`src/hdl/jsfd_pkg.sv`:
```
// shared types and constants for the joystick scale, filter and direction block
`timescale 1ns / 1ps

package jsfd_pkg;

    localparam int SAMPLE_W     = 10;
    localparam int DB_W         = 7;
    localparam int AVG_W        = 8;
    localparam int HEAD_W       = 3;
    localparam int CFG_IDX_W    = 3;
    localparam int CFG_DATA_W   = 10;
    localparam int IN_TDATA_W   = 24;
    localparam int OUT_TDATA_W  = 24;

    // divider: 18-bit dividend, 10-bit divisor, two quotient bits per cycle
    localparam int DIV_NUM_W    = 18;
    localparam int DIV_DEN_W    = 10;
    localparam int DIV_STEPS    = DIV_NUM_W / 2;
    localparam int DIV_CNT_W    = $clog2(DIV_STEPS + 1);

    localparam int SCALE_SPAN   = 200;
    localparam int SCALE_OFFSET = 100;
    localparam int SCALE_MAX    = 100;

    localparam logic [CFG_IDX_W-1:0] CFG_X_LOW     = 3'd0;
    localparam logic [CFG_IDX_W-1:0] CFG_X_HIGH    = 3'd1;
    localparam logic [CFG_IDX_W-1:0] CFG_Y_LOW     = 3'd2;
    localparam logic [CFG_IDX_W-1:0] CFG_Y_HIGH    = 3'd3;
    localparam logic [CFG_IDX_W-1:0] CFG_DEAD_BAND = 3'd4;

    localparam logic [HEAD_W-1:0] HEAD_NEUTRAL  = 3'd0;
    localparam logic [HEAD_W-1:0] HEAD_FORWARD  = 3'd1;
    localparam logic [HEAD_W-1:0] HEAD_BACKWARD = 3'd2;
    localparam logic [HEAD_W-1:0] HEAD_RIGHT    = 3'd3;
    localparam logic [HEAD_W-1:0] HEAD_LEFT     = 3'd4;

    typedef enum logic [2:0] {
        ST_IDLE,
        ST_LOAD,
        ST_SCALE,
        ST_UPDATE,
        ST_AVG_LOAD,
        ST_AVG,
        ST_DONE
    } state_t;

    typedef struct packed {
        logic capture;
        logic scale_start;
        logic update;
        logic avg_start;
        logic out_load;
    } ctrl_cmd_t;

    typedef struct packed {
        logic div_done;
        logic out_free;
    } ctrl_sts_t;

endpackage

```
`src/hdl/joystick_scale_filter_direction.sv`:
```
// top level: joystick scaling, moving-average filter and heading classifier
`timescale 1ns / 1ps

// Each input item carries one raw (x, y) sample pair. Samples are clamped to
// the calibrated range, scaled to -100..100, averaged over a WINDOW-entry
// history and classified into a heading. Each item makes two passes through a
// pair of radix-4 dividers (nine steps each; one pass for scaling and one for
// the window average), with sequencing states around them. The next item can
// be accepted in the cycle after the result is loaded, so items are taken one
// at a time. A finished result sits in an output register, so the next item
// is accepted while it waits; a result still waiting when the next one
// finishes holds that one in its last cycle. The history is cleared by reset
// with no sweep. Configuration must be written through
// cfg_we/cfg_index/cfg_data only while the block is idle; the block itself
// does not enforce this. Indexes past the dead band register are ignored.
module joystick_scale_filter_direction #(
    parameter int WINDOW = 8
) (
    input  logic                             clk,
    input  logic                             rst_n,
    input  logic                             s_tvalid,
    output logic                             s_tready,
    // fields from bit 0: x_raw, y_raw, zero fill
    input  logic [jsfd_pkg::IN_TDATA_W-1:0]  s_tdata,
    output logic                             m_tvalid,
    input  logic                             m_tready,
    // fields from bit 0: x_avg, y_avg, heading, zero fill
    output logic [jsfd_pkg::OUT_TDATA_W-1:0] m_tdata,
    input  logic                             cfg_we,
    input  logic [jsfd_pkg::CFG_IDX_W-1:0]   cfg_index,
    input  logic [jsfd_pkg::CFG_DATA_W-1:0]  cfg_data
);
    import jsfd_pkg::*;

    ctrl_cmd_t cmd;
    ctrl_sts_t sts;

    jsfd_ctrl u_ctrl (
        .clk      (clk),
        .rst_n    (rst_n),
        .s_tvalid (s_tvalid),
        .s_tready (s_tready),
        .cmd      (cmd),
        .sts      (sts)
    );

    jsfd_datapath #(
        .WINDOW (WINDOW)
    ) u_datapath (
        .clk       (clk),
        .rst_n     (rst_n),
        .cmd       (cmd),
        .sts       (sts),
        .s_tdata   (s_tdata),
        .m_tvalid  (m_tvalid),
        .m_tready  (m_tready),
        .m_tdata   (m_tdata),
        .cfg_we    (cfg_we),
        .cfg_index (cfg_index),
        .cfg_data  (cfg_data)
    );

endmodule

```
`src/hdl/jsfd_divider.sv`:
```
// restoring divider, two quotient bits per cycle
`timescale 1ns / 1ps

module jsfd_divider (
    input  logic                           clk,
    input  logic                           rst_n,
    input  logic                           start,
    input  logic [jsfd_pkg::DIV_NUM_W-1:0] num,
    input  logic [jsfd_pkg::DIV_DEN_W-1:0] den,
    output logic [jsfd_pkg::DIV_NUM_W-1:0] quot,
    output logic                           done
);
    import jsfd_pkg::*;

    logic [DIV_CNT_W-1:0] cnt_reg, cnt_next;
    logic [DIV_NUM_W-1:0] quot_reg, quot_next;
    logic [DIV_DEN_W-1:0] rem_reg, rem_next;
    logic [DIV_DEN_W-1:0] den_reg;
    logic [DIV_DEN_W:0]   part_a, part_b;
    logic [DIV_DEN_W-1:0] rem_a;
    logic                 ge_a, ge_b;

    always_comb
    begin
        part_a = {rem_reg, quot_reg[DIV_NUM_W-1]};
        ge_a   = part_a >= {1'b0, den_reg};
        rem_a  = ge_a ? DIV_DEN_W'(part_a - {1'b0, den_reg}) : part_a[DIV_DEN_W-1:0];
        part_b = {rem_a, quot_reg[DIV_NUM_W-2]};
        ge_b   = part_b >= {1'b0, den_reg};
        rem_next  = ge_b ? DIV_DEN_W'(part_b - {1'b0, den_reg}) : part_b[DIV_DEN_W-1:0];
        quot_next = {quot_reg[DIV_NUM_W-3:0], ge_a, ge_b};
        cnt_next  = cnt_reg - DIV_CNT_W'(1);
    end

    always_ff @(posedge clk or negedge rst_n)
    begin
        if (!rst_n)
        begin
            cnt_reg <= '0;
        end
        else if (start)
        begin
            cnt_reg <= DIV_CNT_W'(DIV_STEPS);
        end
        else if (cnt_reg != '0)
        begin
            cnt_reg <= cnt_next;
        end
    end

    always_ff @(posedge clk)
    begin
        if (start)
        begin
            quot_reg <= num;
            rem_reg  <= '0;
            den_reg  <= den;
        end
        else if (cnt_reg != '0)
        begin
            quot_reg <= quot_next;
            rem_reg  <= rem_next;
        end
    end

    assign quot = quot_reg;
    assign done = (cnt_reg == '0);

endmodule

```
`src/hdl/jsfd_datapath.sv`:
```
// scaling, window averaging, heading and output register
`timescale 1ns / 1ps

module jsfd_datapath #(
    parameter int WINDOW = 8
) (
    input  logic                             clk,
    input  logic                             rst_n,
    input  jsfd_pkg::ctrl_cmd_t              cmd,
    output jsfd_pkg::ctrl_sts_t              sts,
    input  logic [jsfd_pkg::IN_TDATA_W-1:0]  s_tdata,
    output logic                             m_tvalid,
    input  logic                             m_tready,
    output logic [jsfd_pkg::OUT_TDATA_W-1:0] m_tdata,
    input  logic                             cfg_we,
    input  logic [jsfd_pkg::CFG_IDX_W-1:0]   cfg_index,
    input  logic [jsfd_pkg::CFG_DATA_W-1:0]  cfg_data
);
    import jsfd_pkg::*;

    localparam int PTR_W = (WINDOW > 1) ? $clog2(WINDOW) : 1;
    localparam int TOT_W = $clog2(WINDOW * SCALE_MAX + 1) + 1;
    localparam logic [PTR_W-1:0] PTR_LAST = PTR_W'(WINDOW - 1);

    function automatic logic [DIV_NUM_W-1:0] scale_num(
        input logic [SAMPLE_W-1:0] s,
        input logic [SAMPLE_W-1:0] lo,
        input logic [SAMPLE_W-1:0] hi
    );
        logic [SAMPLE_W-1:0] s1;
        logic [SAMPLE_W-1:0] s2;
        s1 = (s < lo) ? lo : s;
        s2 = (s1 > hi) ? hi : s1;
        return DIV_NUM_W'(s2 - lo) * DIV_NUM_W'(SCALE_SPAN);
    endfunction

    function automatic logic [HEAD_W-1:0] classify(
        input logic signed [AVG_W-1:0] xa,
        input logic signed [AVG_W-1:0] ya,
        input logic [DB_W-1:0]         db
    );
        logic [AVG_W-1:0] ax;
        logic [AVG_W-1:0] ay;
        logic [HEAD_W-1:0] h;
        ax = xa[AVG_W-1] ? AVG_W'(-xa) : AVG_W'(xa);
        ay = ya[AVG_W-1] ? AVG_W'(-ya) : AVG_W'(ya);
        if (ax >= ay)
            h = (ax < AVG_W'(db)) ? HEAD_NEUTRAL : (xa[AVG_W-1] ? HEAD_LEFT : HEAD_RIGHT);
        else
            h = (ay < AVG_W'(db)) ? HEAD_NEUTRAL : (ya[AVG_W-1] ? HEAD_FORWARD : HEAD_BACKWARD);
        return h;
    endfunction

    // configuration
    logic [SAMPLE_W-1:0] x_low_reg, x_high_reg, y_low_reg, y_high_reg;
    logic [DB_W-1:0]     dead_band_reg;

    // item and window state
    logic [SAMPLE_W-1:0]     x_raw_reg, y_raw_reg;
    logic                    x_empty_reg, y_empty_reg;
    logic [PTR_W-1:0]        ptr_reg, ptr_next;
    logic [WINDOW-1:0]       hvalid_reg;
    logic [2*AVG_W-1:0]      hist_mem [WINDOW];
    logic [2*AVG_W-1:0]      hist_rd_reg;
    logic                    hist_rd_valid_reg;
    logic signed [TOT_W-1:0] x_total_reg, x_total_next;
    logic signed [TOT_W-1:0] y_total_reg, y_total_next;

    // output register
    logic                    out_valid_reg, out_valid_next;
    logic signed [AVG_W-1:0] x_avg_reg, y_avg_reg;
    logic [HEAD_W-1:0]       head_reg;

    logic signed [AVG_W-1:0] x_val, y_val, x_old, y_old, x_avg_c, y_avg_c;
    logic [TOT_W-1:0]        x_mag, y_mag;
    logic [DIV_NUM_W-1:0]    x_num, y_num, x_quot, y_quot;
    logic [DIV_DEN_W-1:0]    x_den, y_den;
    logic                    x_done, y_done, div_start;

    always_ff @(posedge clk or negedge rst_n)
    begin
        if (!rst_n)
        begin
            x_low_reg     <= '0;
            x_high_reg    <= '1;
            y_low_reg     <= '0;
            y_high_reg    <= '1;
            dead_band_reg <= DB_W'(10);
        end
        else if (cfg_we)
        begin
            unique case (cfg_index)
                CFG_X_LOW:     x_low_reg     <= cfg_data[SAMPLE_W-1:0];
                CFG_X_HIGH:    x_high_reg    <= cfg_data[SAMPLE_W-1:0];
                CFG_Y_LOW:     y_low_reg     <= cfg_data[SAMPLE_W-1:0];
                CFG_Y_HIGH:    y_high_reg    <= cfg_data[SAMPLE_W-1:0];
                CFG_DEAD_BAND: dead_band_reg <= cfg_data[DB_W-1:0];
                default:       ;
            endcase
        end
    end

    always_ff @(posedge clk)
    begin
        if (cmd.capture)
        begin
            x_raw_reg <= s_tdata[SAMPLE_W-1:0];
            y_raw_reg <= s_tdata[2*SAMPLE_W-1:SAMPLE_W];
        end
        if (cmd.scale_start)
        begin
            x_empty_reg <= (x_high_reg <= x_low_reg);
            y_empty_reg <= (y_high_reg <= y_low_reg);
        end
    end

    // window history memory, registered read at the slot pointer
    always_ff @(posedge clk)
    begin
        if (cmd.scale_start)
            hist_rd_reg <= hist_mem[ptr_reg];
        if (cmd.update)
            hist_mem[ptr_reg] <= {y_val, x_val};
    end

    always_ff @(posedge clk or negedge rst_n)
    begin
        if (!rst_n)
        begin
            hvalid_reg        <= '0;
            hist_rd_valid_reg <= 1'b0;
            ptr_reg           <= '0;
            x_total_reg       <= '0;
            y_total_reg       <= '0;
        end
        else
        begin
            if (cmd.scale_start)
                hist_rd_valid_reg <= hvalid_reg[ptr_reg];
            if (cmd.update)
            begin
                hvalid_reg[ptr_reg] <= 1'b1;
                ptr_reg             <= ptr_next;
                x_total_reg         <= x_total_next;
                y_total_reg         <= y_total_next;
            end
        end
    end

    always_comb
    begin
        // quotient is at most 200, so the low byte minus the offset is exact
        x_val = x_empty_reg ? '0 : $signed(AVG_W'(x_quot[AVG_W-1:0] - AVG_W'(SCALE_OFFSET)));
        y_val = y_empty_reg ? '0 : $signed(AVG_W'(y_quot[AVG_W-1:0] - AVG_W'(SCALE_OFFSET)));
        x_old = hist_rd_valid_reg ? $signed(hist_rd_reg[AVG_W-1:0]) : '0;
        y_old = hist_rd_valid_reg ? $signed(hist_rd_reg[2*AVG_W-1:AVG_W]) : '0;
        x_total_next = x_total_reg - TOT_W'(x_old) + TOT_W'(x_val);
        y_total_next = y_total_reg - TOT_W'(y_old) + TOT_W'(y_val);
        ptr_next = (ptr_reg == PTR_LAST) ? '0 : ptr_reg + PTR_W'(1);

        x_mag = x_total_reg[TOT_W-1] ? TOT_W'(-x_total_reg) : TOT_W'(x_total_reg);
        y_mag = y_total_reg[TOT_W-1] ? TOT_W'(-y_total_reg) : TOT_W'(y_total_reg);

        div_start = cmd.scale_start | cmd.avg_start;
        if (cmd.avg_start)
        begin
            x_num = DIV_NUM_W'(x_mag);
            y_num = DIV_NUM_W'(y_mag);
            x_den = DIV_DEN_W'(WINDOW);
            y_den = DIV_DEN_W'(WINDOW);
        end
        else
        begin
            x_num = scale_num(x_raw_reg, x_low_reg, x_high_reg);
            y_num = scale_num(y_raw_reg, y_low_reg, y_high_reg);
            x_den = DIV_DEN_W'(x_high_reg - x_low_reg);
            y_den = DIV_DEN_W'(y_high_reg - y_low_reg);
        end

        // truncation toward zero: divide the magnitude, then restore the sign
        x_avg_c = x_total_reg[TOT_W-1] ? $signed(AVG_W'(-x_quot[AVG_W-1:0]))
                                       : $signed(x_quot[AVG_W-1:0]);
        y_avg_c = y_total_reg[TOT_W-1] ? $signed(AVG_W'(-y_quot[AVG_W-1:0]))
                                       : $signed(y_quot[AVG_W-1:0]);
    end

    jsfd_divider u_div_x (
        .clk   (clk),
        .rst_n (rst_n),
        .start (div_start),
        .num   (x_num),
        .den   (x_den),
        .quot  (x_quot),
        .done  (x_done)
    );

    jsfd_divider u_div_y (
        .clk   (clk),
        .rst_n (rst_n),
        .start (div_start),
        .num   (y_num),
        .den   (y_den),
        .quot  (y_quot),
        .done  (y_done)
    );

    assign out_valid_next = cmd.out_load | (out_valid_reg & ~m_tready);

    always_ff @(posedge clk or negedge rst_n)
    begin
        if (!rst_n)
            out_valid_reg <= 1'b0;
        else
            out_valid_reg <= out_valid_next;
    end

    always_ff @(posedge clk)
    begin
        if (cmd.out_load)
        begin
            x_avg_reg <= x_avg_c;
            y_avg_reg <= y_avg_c;
            head_reg  <= classify(x_avg_c, y_avg_c, dead_band_reg);
        end
    end

    assign sts.div_done = x_done & y_done;
    assign sts.out_free = ~out_valid_reg | m_tready;
    assign m_tvalid     = out_valid_reg;
    // fields from bit 0: x_avg, y_avg, heading, zero fill
    assign m_tdata = {{(OUT_TDATA_W - 2*AVG_W - HEAD_W){1'b0}}, head_reg, y_avg_reg, x_avg_reg};

    a_ptr_range: assert property (@(posedge clk) disable iff (!rst_n)
        ptr_reg <= PTR_LAST)
        else $error("slot pointer past window end");

    a_total_range: assert property (@(posedge clk) disable iff (!rst_n)
        cmd.update |=> (x_total_reg <= TOT_W'(WINDOW * SCALE_MAX)) &&
                       (x_total_reg >= -TOT_W'(WINDOW * SCALE_MAX)) &&
                       (y_total_reg <= TOT_W'(WINDOW * SCALE_MAX)) &&
                       (y_total_reg >= -TOT_W'(WINDOW * SCALE_MAX)))
        else $error("running sum out of range");

    a_avg_range: assert property (@(posedge clk) disable iff (!rst_n)
        cmd.out_load |=> (x_avg_reg <= AVG_W'(SCALE_MAX)) &&
                         (x_avg_reg >= -AVG_W'(SCALE_MAX)) &&
                         (y_avg_reg <= AVG_W'(SCALE_MAX)) &&
                         (y_avg_reg >= -AVG_W'(SCALE_MAX)))
        else $error("average out of range");

endmodule

```
`src/hdl/jsfd_ctrl.sv`:
```
// sequencing state machine for one item at a time
`timescale 1ns / 1ps

module jsfd_ctrl (
    input  logic                clk,
    input  logic                rst_n,
    input  logic                s_tvalid,
    output logic                s_tready,
    output jsfd_pkg::ctrl_cmd_t cmd,
    input  jsfd_pkg::ctrl_sts_t sts
);
    import jsfd_pkg::*;

    state_t state_reg, state_next;

    always_ff @(posedge clk or negedge rst_n)
    begin
        if (!rst_n)
            state_reg <= ST_IDLE;
        else
            state_reg <= state_next;
    end

    always_comb
    begin
        state_next = state_reg;
        unique case (state_reg)
            ST_IDLE:     if (s_tvalid) state_next = ST_LOAD;
            ST_LOAD:     state_next = ST_SCALE;
            ST_SCALE:    if (sts.div_done) state_next = ST_UPDATE;
            ST_UPDATE:   state_next = ST_AVG_LOAD;
            ST_AVG_LOAD: state_next = ST_AVG;
            ST_AVG:      if (sts.div_done) state_next = ST_DONE;
            ST_DONE:     if (sts.out_free) state_next = ST_IDLE;
            default:     state_next = ST_IDLE;
        endcase
    end

    always_comb
    begin
        cmd      = '0;
        s_tready = 1'b0;
        unique case (state_reg)
            ST_IDLE:
            begin
                s_tready    = 1'b1;
                cmd.capture = s_tvalid;
            end
            ST_LOAD:     cmd.scale_start = 1'b1;
            ST_SCALE:    ;
            ST_UPDATE:   cmd.update = 1'b1;
            ST_AVG_LOAD: cmd.avg_start = 1'b1;
            ST_AVG:      ;
            ST_DONE:     cmd.out_load = sts.out_free;
            default:     ;
        endcase
    end

    a_load_free: assert property (@(posedge clk) disable iff (!rst_n)
        cmd.out_load |-> sts.out_free)
        else $error("result loaded over a waiting item");

    a_div_idle: assert property (@(posedge clk) disable iff (!rst_n)
        (cmd.scale_start || cmd.avg_start) |=> !sts.div_done)
        else $error("divider did not start");

endmodule
```
`config.mk`:
```
export PLATFORM = sky130hd
export DESIGN_NAME = joystick_scale_filter_direction
export DESIGN_NICKNAME = d
export VERILOG_FILES = /design/src/hdl/jsfd_pkg.sv /design/src/hdl/joystick_scale_filter_direction.sv /design/src/hdl/jsfd_divider.sv /design/src/hdl/jsfd_datapath.sv /design/src/hdl/jsfd_ctrl.sv
export SDC_FILE = /design/constraint.sdc
export NUM_CORES = 1
export LEC_CHECK = 0
export BUFFER_PORTS_ARGS = -buffer_cell sky130_fd_sc_hd__buf_2
export CAP_MARGIN = 0
export CORE_MARGIN = 2
export CORE_UTILIZATION = 55
export DETAILED_ROUTE_END_ITERATION = 10
export MAX_ROUTING_LAYER = met4
export PLACE_DENSITY = 0.75
export SETUP_SLACK_MARGIN = 0.1
export SYNTH_ARGS = -nofsm -noshare
export SYNTH_HDL_FRONTEND = slang
export SYNTH_HIERARCHICAL = 1
export SYNTH_SLANG_ARGS = --single-unit
```
`constraint.sdc`:
```
create_clock -name clk -period 8 [get_ports clk]
set_input_delay 0.4 -clock clk [delete_from_list [all_inputs] [get_ports clk]]
set_output_delay 0.4 -clock clk [all_outputs]
set_load 0.02 [all_outputs]
```
---- Word-level counts from Yosys, hierarchy flattened ----
Memories as Yosys holds them, arrays and structs flattened. A register that Yosys moved wholly into a read port is not among the register bits.
Index checks and enable logic that the tools add are counted.
word-level totals
  input bits .............................. 42
  bits in writable memories ............... 128
  output and inout port bits .............. 26
  word-level logic and storage cells ...... 157
  register bits ........................... 210
  memories ................................ 1
cells by class
  bitwise logic cells ..................... 8
  add/sub/neg operators ................... 23
  order comparisons ....................... 15
  $mul .................................... 2
  multiplexer cells ....................... 51
  reduce and logical (&&, ||, !) cells .... 15
  equality and inequality tests ........... 15
memory list
  memory               depth  bits a word  read ports  clocked after memory_dff  wr ports  line                 RTL
  u_datapath.hist_mem  8      16           1           1                         1         jsfd_datapath.sv:63  logic [2*AVG_W-1:0] hist_mem [WINDOW];
operators with widths
  operator                                             count
  two-way mux 18 bit                                   6
  two-way mux 10 bit                                   8
  two-way mux 8 bit                                    8
  subtractor 10 bit                                    6
  greater-or-equal comparator 11 x 10 -> 1 bit         4
  multiplier 18 x 5 -> 15 bit (second input constant)  2
  negator 8 bit                                        4
  two-way mux 3 bit                                    9
  adder 11 x 8 -> 11 bit                               2
  two-way mux 11 bit                                   2
  negator 11 bit                                       2
  subtractor 10 x 10 -> 11 bit                         2
  subtractor 11 x 8 -> 11 bit                          2
  one-hot mux 3 bit (7 select lines)                   1
  greater-than comparator 10 bit                       2
  less-or-equal comparator 10 bit                      2
  < comparator 10 bit                                  2
  < comparator 8 x 7 -> 1 bit                          2
  two-way mux 4 bit                                    4
  subtractor 8 x 7 -> 8 bit (second input constant)    2
  == test 3 bit (second input constant)                5
  == test 3 x 2 -> 1 bit (second input constant)       4
  two-way mux 1 bit                                    10
  AND reduction 2 bit                                  5
  21 further kinds                                     33

---- Longest topological paths before layout ----
Gate-level depths: netlist of run 1.
  depth after elaboration ................. 8
  mapped depth ............................ 39
  mapped depth without buffers ............ 37

---- By module ----
Netlist of run 1, hierarchy kept.
modules (own cells, without submodules)
  module         cells an instance  seq. area each (µm²)  instances  area an instance (µm²)
  jsfd_datapath  1646               7634.8                1          18235.0
  jsfd_divider   244                1141.1                2          2718.9
  jsfd_ctrl      25                 75.1                  1          231.5

---- Least setup slack after synthesis of run 1 ----
Ideal clock, no wire load.
  path type ............................... reg-to-reg
  start ................................... register u_datapath.y_low_reg[1]
  end ..................................... register u_datapath.u_div_y.quot_reg[17], in the netlist u_datapath/u_div_y/quot[17] (data pin)
  path slack .............................. -0.363 ns
  clock period less this slack ............ 8.363 ns
  data required time ...................... 7.740 ns
  arrival ................................. 8.103 ns
  stages on the path, launching flop included .. 38
  setup time .............................. 0.260 ns
  buffers on the path ..................... 2
  cell sequence ........................... dfrtp_1 inv_1 ha_1 a2111oi_2 o21bai_1 a2111oi_1 o21a_1 buf_6 mux2_2 ha_1 a21o_1 a21o_1 a21oi_1 o211ai_1 nand2_1 clkbuf_1 mux2_2 ha_1 (+2 left out) a21oi_1 o31a_1 xnor2_1 inv_1 ha_1 ha_1 inv_1 fa_1 inv_1 ha_1 or3_1 o21bai_1 a31oi_1 o21bai_1 a21oi_1 xnor2_1 mux2_2 mux2_2
between the ends
  word-level cells in the longest chain between the ends .. 8
ends and longest elaborated chain
  item                              line                  RTL
  from (decl)                       jsfd_datapath.sv:55   logic [SAMPLE_W-1:0] x_low_reg, x_high_reg, y_low_reg, y_high_reg;
  from (signal assigned)            jsfd_datapath.sv:95   CFG_Y_LOW: y_low_reg <= cfg_data[SAMPLE_W-1:0];
  < comparator 10 bit               jsfd_datapath.sv:32   s1 = (s < lo) ? lo : s;
  two-way mux 10 bit                jsfd_datapath.sv:32
  greater-than comparator 10 bit    jsfd_datapath.sv:33   s2 = (s1 > hi) ? hi : s1;
  two-way mux 10 bit                jsfd_datapath.sv:33
  subtractor 10 x 10 -> 11 bit (*)  jsfd_datapath.sv:34   return DIV_NUM_W'(s2 - lo) * DIV_NUM_W'(SCALE_SPAN);
  multiplier 18 x 5 -> 15 bit (*)   jsfd_datapath.sv:34
  two-way mux 18 bit (*)            jsfd_datapath.sv:165  if (cmd.avg_start)
  net u_datapath.y_num[17]          jsfd_datapath.sv:76   logic [DIV_NUM_W-1:0] x_num, y_num, x_quot, y_quot;
  two-way mux 18 bit (*)            jsfd_divider.sv:53    if (start)
  to (signal assigned)              jsfd_divider.sv:55    quot_reg <= num;
  to (signal assigned)              jsfd_divider.sv:61    quot_reg <= quot_next;
  to (decl)                         jsfd_divider.sv:16    logic [DIV_NUM_W-1:0] quot_reg, quot_next;
Mark *: on every way through the listed nets, which the timed path passes. The rest lies on a longest branch.
A chain may end at the register's enable or synchronous reset.

---- Worst setup path after layout of run 1 ----
  start ................................... register u_datapath.x_raw_reg[1]
  end ..................................... register u_datapath.u_div_x.quot_reg[17], in the netlist u_datapath/u_div_x/quot[17] (data pin)
between the ends
  word-level cells in the longest chain between the ends .. 8
ends and longest elaborated chain
  item                              line                  RTL
  from (decl)                       jsfd_datapath.sv:59   logic [SAMPLE_W-1:0] x_raw_reg, y_raw_reg;
  from (signal assigned)            jsfd_datapath.sv:107  x_raw_reg <= s_tdata[SAMPLE_W-1:0];
  < comparator 10 bit               jsfd_datapath.sv:32
  two-way mux 10 bit (*)            jsfd_datapath.sv:32
  greater-than comparator 10 bit    jsfd_datapath.sv:33
  two-way mux 10 bit (*)            jsfd_datapath.sv:33
  subtractor 10 x 10 -> 11 bit (*)  jsfd_datapath.sv:34
  multiplier 18 x 5 -> 15 bit (*)   jsfd_datapath.sv:34
  two-way mux 18 bit (*)            jsfd_datapath.sv:165
  net u_datapath.x_num[17]          jsfd_datapath.sv:76
  two-way mux 18 bit (*)            jsfd_divider.sv:53
  to (signal assigned)              jsfd_divider.sv:55
  to (signal assigned)              jsfd_divider.sv:61
  to (decl)                         jsfd_divider.sv:16
Marks and branches as above.

==> impl_results.md, run 1 <==
- Reg2reg start: u_datapath/x_raw_reg[1]
- Most used DFF post-synth: edfxtp_1
- Count of state elements after synthesis: 354
- Worst setup path endpoint: u_datapath/u_div_x/quot[17]
- Fraction of registers with async set/reset: 0.2627
- Post-Synthesis Cells: 2,159
- Critical path depth: 34
- Pin count of the biggest net entering global routing: 63
- CTS sink cnt: 354
- Top cells by area, synth: edfxtp_1 (30%), ha_1 (12%), dfrtp_1 (7.4%), mux2_2 (5.7%), inv_1 (4.1%)
- Gr usage total: 0.2618
- Crit-path max cell delay: 0.58 ns
- Failing checks: negative setup slack
- Syn. warnings: 6
- Die Span Y: 212.5 um
- Outcome: complete, but fails checks
- Sequential cell area fraction in the yosys report: 0.4180
- Max reg flops: 128
- DR DRC count: 0
- Setup ws final: -0.1451 ns
- Final GP Congestion: 0.9523
- Final ANT Viol Nets: 0
- Relative slew margins: 0.2779
- R2R cell count: 34
- Worst Max-Slew Pin Slew: 1.080 ns
- Num ports: 68
- CP delay by family, top: compound AO/OA/AOI/OAI gates
- EDFF count, synth: 241
- Most frequent cells in the layout: inv_1 (249), edfxtp_1 (241), ha_1 (207), buf_4 (157), nand2_1 (131)
- CTS H-Tree Depth: 2
- Final min period: 8.145 ns
- Core area: 0.04298 mm2
- Hpwl dp: 39,360 um
- Worst Setup SP: u_datapath/x_raw_reg[1]
- Num CTS Buffers: 41
- Slew Viols, Final: 0
- DR iter-0 viols: 1,115
- Overflow after GRT: 0
- Max_cap viols: 0
- CP max-delay cell: fa_1
- Initial Utilization: 0.5562
- Die width: 212.5 um
- Crit Path Category: reg -> reg
- Vias: 16,940
- Layout cells sized above 1: 0.2603
- Final setup fails: 4
- Clock tree from TritonCTS: built
- Diode count: 0
- Die area: 0.04515 mm2
- First drt pass iteration count: 7
- Fmax: 122.8 MHz
- # port buffers: 58
- Routed len/inst: 18.60 um
- Clock root buffer: clkbuf_16
- Yosys cell types: 83
- CTS clk-pin slew, worst paths: 0.06 ns
- Rows: 76
- Synth top area share: 0.3027
- Setup crit end kind: register
- Clock skew: 0.01140 ns
- Min-Delay Path Class: in -> reg
- Final wirelength: 55,970 um
- Number of global-route vias before repair: 17,250
- Most common cell after layout, fill and taps aside: inv_1
- Period utilization: 1.018
- Synthesized area: 0.02390 mm2
- Worst-Skew Late Latency: 0.58 ns
- Wire length of the first global-routing pass: 90,410 um
- CP max FO: 4
- DR vias/cell: 5.628
- Hold path cells: 1
- Hold slack: 0.03081 ns
- Fin nets: 2,713
- CTS Buffer Depth: 3
- Worst EP required: 8.32 ns
- Mapped Avg Cell Area: 11.07 um2
- Setup crit start kind: register
- Layout area overhead: 18.24%
- RSZ-0062 raised after global routing: yes
- CP Data Arrival Time: 8.47 ns
- Initial antenna violation count: 0
- Hold violation count in the final report: 0
- WP buf/inv: 4
- Post-synth top area cell: edfxtp_1
- R2r setup slk: -0.15 ns
- Worst reg2reg endpoint: u_datapath/u_div_x/quot[17]
area by class of cell:
| type | count | area (um2) |
|---|---|---|
| Sequential cell | 354 | 9993 |
| Tap cell | 585 | 732.0 |
| Timing Repair Buffer | 241 | 1757 |
| Clock inverter | 25 | 284.0 |
| Clock buffer | 51 | 1115 |
| Multi-Input combinational cell | 1494 | 13410 |
| Inverter | 259 | 972.2 |
| Fill cell | 3214 | 14720 |
timing repair:
action | in CTS | in global routing
hold buffers | 16 | 0
pin swaps | 47 | 74
setup buffers | 24 | 11
gates cloned | 1 | 0
gates resized for setup | 49 | 77
hold endpoints to repair | 46 | 0
setup endpoints to repair | 8 | 12
cell families (layout without fill, tap and decap cells):
group                      after synthesis  in the layout  synth area share
other                                    1              5         0.0001569
adders and majority gates              280            280            0.1610
xor gates and xnor gates               159            159           0.05826
DFF                                    354            354            0.4180
muxes                                  195            195            0.1070
AOI/OAI and AO/OA                      383            384            0.1036
and+or+nand+nor                        471            471           0.09887
buffers and inverters                  316            576           0.05308
cells in the mapped netlist (8+ instances only):
cell type    n
dfrtp_1     71
a21o_1      37
inv_1      258
buf_6        8
dfxtp_1     20
mux2i_1     34
o21bai_1    10
nor2_1     106
xnor2_1    110
nor2b_1     33
o21ai_1      9
o31ai_1      8
o21ai_0    117
or3_1       12
nand2b_1    45
o211ai_1     9
a211oi_1    15
nand4_1     11
ha_1       234
or2_2       23
nor3_1      30
dfstp_2     22
a21oi_1     82
nand3_1     17
mux4_2      34
fa_1        46
mux2_2     121
nand2_1    133
clkbuf_1    35
edfxtp_1   241
o21a_1      23
and2_1      23
xor2_1      49
worst min path at each step:
stage / endpoint / slack, ns / from
after floorplan: u_ctrl/state_reg[0] / 0.10 / rst_n
after global placement: u_datapath/u_div_x/cnt_reg[2] / 0.36 / rst_n
after detailed placement: u_datapath/u_div_x/cnt_reg[2] / 0.36 / rst_n
after CTS: u_datapath/x_raw_reg[2] / 0.007 / s_tdata[2]
after global routing: u_datapath/x_raw_reg[2] / 0.02 / s_tdata[2]
final: u_datapath/x_raw_reg[3] / 0.03 / s_tdata[3]
metal layers:
layer / GRT usage / share of wire / up-vias
li1: - / - / 8104
met5: - / 0 / -
met3: 0.03161 / 0.046 / 108
met4: 0.07982 / 0.026 / 0
met2: 0.4381 / 0.49 / 428
met1: 0.3352 / 0.44 / 8296
metrics by stage:
step | std cells | TNS, ns | area [um2] | utilization | setup WS [ns]
after floorplan | 2163 | 0 | 24060 | - | 0.09649
after global placement | 2883 | -0.2735 | 25840 | 0.6013 | -0.1119
after detailed placement | 2883 | -1.228 | 25840 | 0.6013 | -0.2949
after CTS | 3000 | -0.1065 | 27810 | 0.6470 | -0.06295
after global routing | 3009 | -2.813 | 28260 | 0.6576 | -0.5230
final | 3009 | -0.2974 | 28260 | 0.6576 | -0.1451
Power of run 1 is left out: the tool's default activity adds up to more than one toggle a clock period on the data nets, which glitch-free logic cannot reach.
==> run 2: changes to the inputs <==
Settings changed: PLACE_DENSITY 0.75 to 0.72.
Clock period 8 ns to 7.7 ns, I/O delays scaled along.
==> run 2 against run 1 <==
The flow still finishes with violations (negative setup slack). Fmax is 1.7% higher. Register-to-register slack worse by 0.16 ns. Clock skew is 0.013 ns higher. Die area stayed put. Setup slack worse by 0.16 ns. Final cell count is 0.13% higher. Cell area is 0.91% higher. Via count is 0.38% higher. Highest routed layer unchanged.
==> impl_results.md, run 2 (synthesis gave the netlist of run 1 again) <==
- Outcome: complete, but fails checks (unchanged)
- Failing checks: negative setup slack (unchanged)
- DR vias/cell: 5.642 (was 5.628)
- CP max FO: 6 (was 4)
- Setup crit end kind: register (unchanged)
- Vias: 17,000 (was 16,940)
- DR DRC count: 0 (unchanged)
- Final min period: 8.007 ns (was 8.145 ns)
- Relative slew margins: 0.2200 (was 0.2779)
- Final ANT Viol Nets: 0 (unchanged)
- Hpwl dp: 41,370 um (was 39,360 um)
- Final wirelength: 57,730 um (was 55,970 um)
- Gr usage total: 0.2693 (was 0.2618)
- Hold violation count in the final report: 0 (unchanged)
- Worst Setup SP: u_datapath/y_raw_reg[1] (was u_datapath/x_raw_reg[1])
- Slew Viols, Final: 0 (unchanged)
- Overflow after GRT: 0 (unchanged)
- CTS H-Tree Depth: 2 (unchanged)
- Die width: 212.5 um (unchanged)
- Worst EP required: 8.02 ns (was 8.32 ns)
- Pin count of the biggest net entering global routing: 54 (was 63)
- Fin Setup TNS: -1.075 ns (was -0.2974 ns)
- CTS Buffer Depth: 3 (unchanged)
- Num ports: 68 (unchanged)
- Layout area overhead: 19.31% (was 18.24%)
- Rows: 76 (unchanged)
- Final GP Congestion: 0.9445 (was 0.9523)
- Clock root buffer: clkbuf_16 (unchanged)
- Die area: 0.04515 mm2 (unchanged)
- Fin nets: 2,720 (was 2,713)
- CTS clk-pin slew, worst paths: 0.06 ns (about the same)
- Crit Path Category: reg -> reg (unchanged)
- First drt pass iteration count: 5 (was 7)
- RSZ-0062 raised after global routing: yes (unchanged)
- Crit-path max cell delay: 0.47 ns (was 0.58 ns)
- Fillers: 3,263 (was 3,214)
- Reg2reg start: u_datapath/y_raw_reg[1] (was u_datapath/x_raw_reg[1])
- Max reg flops: 128 (unchanged)
- Min-delay src: s_tdata[8] (was s_tdata[3])
- Number of global-route vias before repair: 17,610 (was 17,250)
- Final Util: 0.6635 (was 0.6576)
- Initial antenna violation count: 0 (unchanged)
- Period utilization: 1.040 (was 1.018)
- CTS sink cnt: 354 (unchanged)
- Final setup fails: 6 (was 4)
- Initial Utilization: 0.5562 (unchanged)
- Diode count: 0 (unchanged)
- CP max-delay cell: fa_1 (unchanged)
- Routed len/inst: 19.16 um (was 18.60 um)
- CP Data Arrival Time: 8.33 ns (was 8.47 ns)
- Max_cap viols: 0 (unchanged)
- Clock tree from TritonCTS: built (unchanged)
- Min-Delay Path Class: in -> reg (unchanged)
- Worst-Skew Late Latency: 0.57 ns (was 0.58 ns)
- Num CTS Buffers: 40 (was 41)
- Wire length of the first global-routing pass: 91,840 um (was 90,410 um)
- Fmax: 124.9 MHz (was 122.8 MHz)
- # port buffers: 58 (unchanged)
- Setup crit start kind: register (unchanged)
- Layout cells sized above 1: 0.2706 (was 0.2603)
- Most frequent cells in the layout: inv_1 (251), edfxtp_1 (241), ha_1 (199), buf_4 (169), nand2_1 (131) (was inv_1 (249), edfxtp_1 (241), ha_1 (207), buf_4 (157), nand2_1 (131))
- Core area: 0.04298 mm2 (unchanged)
- Clock skew: 0.02417 ns (was 0.01140 ns)
- Placed Area: 0.02598 mm2 (was 0.02584 mm2)
- Finished Cell Area: 0.02852 mm2 (was 0.02826 mm2)
- Worst Max-Slew Pin Slew: 1.169 ns (was 1.080 ns)
- Setup ws final: -0.3071 ns (was -0.1451 ns)
- Die Span Y: 212.5 um (unchanged)
- DR iter-0 viols: 1,027 (was 1,115)
- Most common cell after layout, fill and taps aside: inv_1 (unchanged)
==> run 2: area by class of cell <==
class | instances | area [um2] | share of cell area
Multi-Input combinational cell | 1493 | 13610 | 0.4773
Sequential cell | 354 | 9993 | 0.3504
Timing Repair Buffer | 250 | 1808 | 0.06339
Clock buffer | 46 | 1085 | 0.03804
Inverter | 259 | 972.2 | 0.03409
Tap cell | 585 | 732.0 | 0.02566
Clock inverter | 26 | 316.6 | 0.01110
==> run 2: final timing paths <==
check | endpoint | slack, ns | cells after the start
worst min register to register | u_datapath/hvalid_reg[1] | 0.47 | 1
min in group asynchronous | u_datapath/y_total_reg[8] | 0.36 | 2
worst max register to register | u_datapath/u_div_y/quot[17] | -0.31 | 34
max in group asynchronous | u_datapath/x_low_reg[8] | 6.22 | 3
worst max-delay path | u_datapath/u_div_y/quot[17] | -0.31 | 34
worst min-delay path | u_datapath/x_raw_reg[8] | 0.02 | 1
==> run 2: layer usage <==
metal / track usage / up-vias / share of wire
li1: - / 8086 / -
met3: 0.03043 / 126 / 0.038
met1: 0.3305 / 8418 / 0.42
met5: - / - / 0
met4: 0.09621 / 0 / 0.034
met2: 0.4622 / 370 / 0.50
==> run 2: repair_timing <==
action,CTS,global route
setup buffers,19,12
hold buffers,12,1
pin swaps,57,64
hold endpoints to repair,52,1
endpoints found under the setup margin,12,16
gates cloned,0,0
resized for setup,69,82
==> run 2: worst max-delay path: cells and delay by family, from the launching register on <==
kind / cells / cell delay [ns]
buffers and inverters: 3 / 0.24
and+or+nand+nor: 4 / 0.84
xor gates and xnor gates: 2 / 0.32
muxes: 4 / 1.28
DFF: 1 / 0.44
AOI/OAI and AO/OA: 13 / 2.34
adders and majority gates: 8 / 2.29
==> run 2: through the flow <==
| step | std cells | hold slack, ns | setup WS [ns] |
|---|---|---|---|
| after floorplan | 2163 | 0.08941 | -0.1957 |
| after global routing | 3013 | 0.01608 | -0.6294 |
| after detailed placement | 2903 | 0.4236 | -0.6652 |
| final | 3013 | 0.01997 | -0.3071 |
| after CTS | 3005 | 0.002412 | -0.2075 |
| after global placement | 2903 | 0.4199 | -0.3834 |
Power of run 2 is left out for the same reason.
==> run 3: changes to the inputs <==
Settings changed: CORE_UTILIZATION 55 to 38, PLACE_DENSITY 0.72 to not set.
==> run 3 against run 2 <==
The flow still finishes with violations (negative setup slack). Clock skew is 0.012 ns lower. Largest cell class unchanged. Sequential cell count stayed put. Routed wire length is 1.8% higher. Critical path depth is 2 higher. Global-route usage is 8.2 points lower. Non-clock buffer count is 25 higher. First-iteration DRC count is 9.8% lower. Setup slack worse by 0.025 ns.
==> impl_results.md, run 3 (synthesis gave the netlist of run 1 again) <==
- R2r setup slk: -0.33 ns (was -0.31 ns)
- Overflow after GRT: 0 (unchanged)
- Layout area overhead: 22.48% (was 19.31%)
- Setup ws final: -0.3320 ns (was -0.3071 ns)
- Dpl ws: -0.6318 ns (was -0.6652 ns)
- CP delay by family, top: compound AO/OA/AOI/OAI gates (unchanged)
- Most common cell after layout, fill and taps aside: inv_1 (unchanged)
- Reg2reg start: u_datapath/x_raw_reg[2] (was u_datapath/y_raw_reg[1])
- Final setup fails: 8 (was 6)
- Final ANT Viol Nets: 0 (unchanged)
- Final min period: 8.032 ns (was 8.007 ns)
- Setup crit start kind: register (unchanged)
- Worst-Skew Late Latency: 0.58 ns (was 0.57 ns)
- # port buffers: 58 (unchanged)
- Initial Utilization: 0.3859 (was 0.5562)
- WP buf/inv: 2 (was 3)
- Min-delay src: s_tdata[14] (was s_tdata[8])
- Gr usage total: 0.1875 (was 0.2693)
- Die area: 0.06493 mm2 (was 0.04515 mm2)
- Max_cap viols: 0 (unchanged)
- Final wirelength: 58,760 um (was 57,730 um)
- Clock root buffer: clkbuf_16 (unchanged)
- Endpoint, Worst Hold: u_datapath/y_raw_reg[4] (was u_datapath/x_raw_reg[8])
- Setup crit end kind: register (unchanged)
- Num CTS Buffers: 42 (was 40)
- Routed len/inst: 17.83 um (was 19.16 um)
- Relative slew margins: 0.3556 (was 0.2200)
- Number of global-route vias before repair: 17,320 (was 17,610)
- CTS clk-pin slew, worst paths: 0.06 ns (about the same)
- CTS sink cnt: 354 (unchanged)
- Num ports: 68 (unchanged)
- Rows: 91 (was 76)
- RSZ-0062 raised after global routing: yes (unchanged)
- CTS Buffer Depth: 3 (unchanged)
- Core area: 0.06194 mm2 (was 0.04298 mm2)
- Layout cells sized above 1: 0.2822 (was 0.2706)
- CTS H-Tree Depth: 2 (unchanged)
- Worst Max-Slew Pin Slew: 0.9637 ns (was 1.169 ns)
- CP Data Arrival Time: 8.36 ns (was 8.33 ns)
- DR DRC count: 0 (unchanged)
- Pin count of the biggest net entering global routing: 54 (unchanged)
- R2R cell count: 36 (was 34)
- Fin nets: 2,747 (was 2,720)
- CP max-delay cell: fa_1 (unchanged)
- DR vias/cell: 5.106 (was 5.642)
- Hold violation count in the final report: 0 (unchanged)
- Max reg flops: 128 (unchanged)
- Crit-path max cell delay: 0.48 ns (was 0.47 ns)
- Final Util: 0.4727 (was 0.6635)
- Failing checks: negative setup slack (unchanged)
- Outcome: complete, but fails checks (unchanged)
- Initial antenna violation count: 4 (was 0)
- CP max FO: 5 (was 6)
- Crit Path Category: reg -> reg (unchanged)
- Fmax: 124.5 MHz (was 124.9 MHz)
- Most frequent cells in the layout: inv_1 (249), edfxtp_1 (241), ha_1 (193), buf_4 (192), nand2_1 (130) (was inv_1 (251), edfxtp_1 (241), ha_1 (199), buf_4 (169), nand2_1 (131))
- Die width: 254.8 um (was 212.5 um)
- DR iter-0 viols: 926 (was 1,027)
- Vias: 16,830 (was 17,000)
- Hpwl dp: 42,880 um (was 41,370 um)
- Hold path cells: 1 (unchanged)
- Most used cell, CP: ha_4
- Worst EP required: 8.03 ns (was 8.02 ns)
- Wire length of the first global-routing pass: 93,180 um (was 91,840 um)
- First drt pass iteration count: 7 (was 5)
- Final GP Congestion: 0.9131 (was 0.9445)
- Clock skew: 0.01202 ns (was 0.02417 ns)
- Die Span Y: 254.8 um (was 212.5 um)
- Slew Viols, Final: 0 (unchanged)
- Period utilization: 1.043 (was 1.040)
- Min-Delay Path Class: in -> reg (unchanged)
- Diode count: 0 (unchanged)
- Worst reg2reg endpoint: u_datapath/u_div_x/quot[17] (was u_datapath/u_div_y/quot[17])
- Clock tree from TritonCTS: built (unchanged)
## run 3: changes by cell type in the layout (fill, tap and decap cells not counted), moves of 3 or more
cell / change
ha_2: -4
clkbuf_1: +4
clkinvlp_4: -3
ha_1: -6
mux2_2: -3
a21oi_2: -3
clkbuf_16: +4
mux2_4: +3
xnor2_2: -3
ha_4: +10
buf_4: +23
## run 3: worst reg2reg max path, delay by kind of cell, from the launching register on
kind	cells	cell delay (ns)
AOI/OAI and AO/OA	16	2.83
xor gates and xnor gates	2	0.33
adders and majority gates	8	2.31
buffers and inverters	2	0.08
DFF	1	0.40
muxes	4	1.03
and+or+nand+nor	4	0.81
## run 3: worst max-delay path by stage
stage,startpoint,cells past startpoint,to,slack [ns]
after floorplan,u_datapath/x_low_reg[1],38,u_datapath/u_div_x/quot[17],-0.20
after global placement,u_datapath/y_low_reg[2],35,u_datapath/u_div_y/quot[17],-0.48
after detailed placement,u_datapath/x_raw_reg[1],34,u_datapath/u_div_x/quot[17],-0.63
after CTS,u_datapath/x_raw_reg[1],35,u_datapath/u_div_x/quot[17],-0.35
after global routing,u_datapath/x_raw_reg[2],36,u_datapath/u_div_x/quot[17],-0.71
final,u_datapath/x_raw_reg[2],36,u_datapath/u_div_x/quot[17],-0.33
## run 3: what timing repair did
| action | 4_1_cts | 5_1_grt |
|---|---|---|
| pin swaps | 54 | 59 |
| hold buffers | 14 | 0 |
| gates resized for setup | 71 | 104 |
| setup buffers | 28 | 17 |
| hold endpoints to repair | 55 | 0 |
| endpoints found under the setup margin | 13 | 14 |
## run 3: per-layer routing
metal  track usage  vias up  share of wire
li1              -     8166              -
met1        0.2464     8265           0.46
met2        0.3061      309           0.48
met3       0.02370       89          0.036
met4       0.05129        0          0.023
met5             -        -              0
## run 3: cell type report
type                            instances  area [um2]
Clock inverter                         24       280.3
Tap cell                              837        1047
Sequential cell                       354        9993
Inverter                              259       972.2
Clock buffer                           54        1200
Multi-Input combinational cell       1493       13780
Fill cell                            5636       32660
Timing Repair Buffer                  275        2002
## run 3: per-stage QoR
| step | cell area, um2 | TNS [ns] | hold WS [ns] | cells |
|---|---|---|---|---|
| 3_3_place_gp | 26370 | -2.419 | 0.4368 | 3166 |
| 4_1_cts | 28550 | -1.358 | 0.006372 | 3283 |
| 6_report | 29280 | -1.401 | 0.03084 | 3296 |
| 2_1_floorplan | 24070 | -0.5244 | 0.08941 | 2163 |
| 5_1_grt | 29280 | -4.311 | 0.01213 | 3296 |
| 3_5_place_dp | 26370 | -3.927 | 0.4339 | 3166 |
Power of run 3 is left out for the same reason.
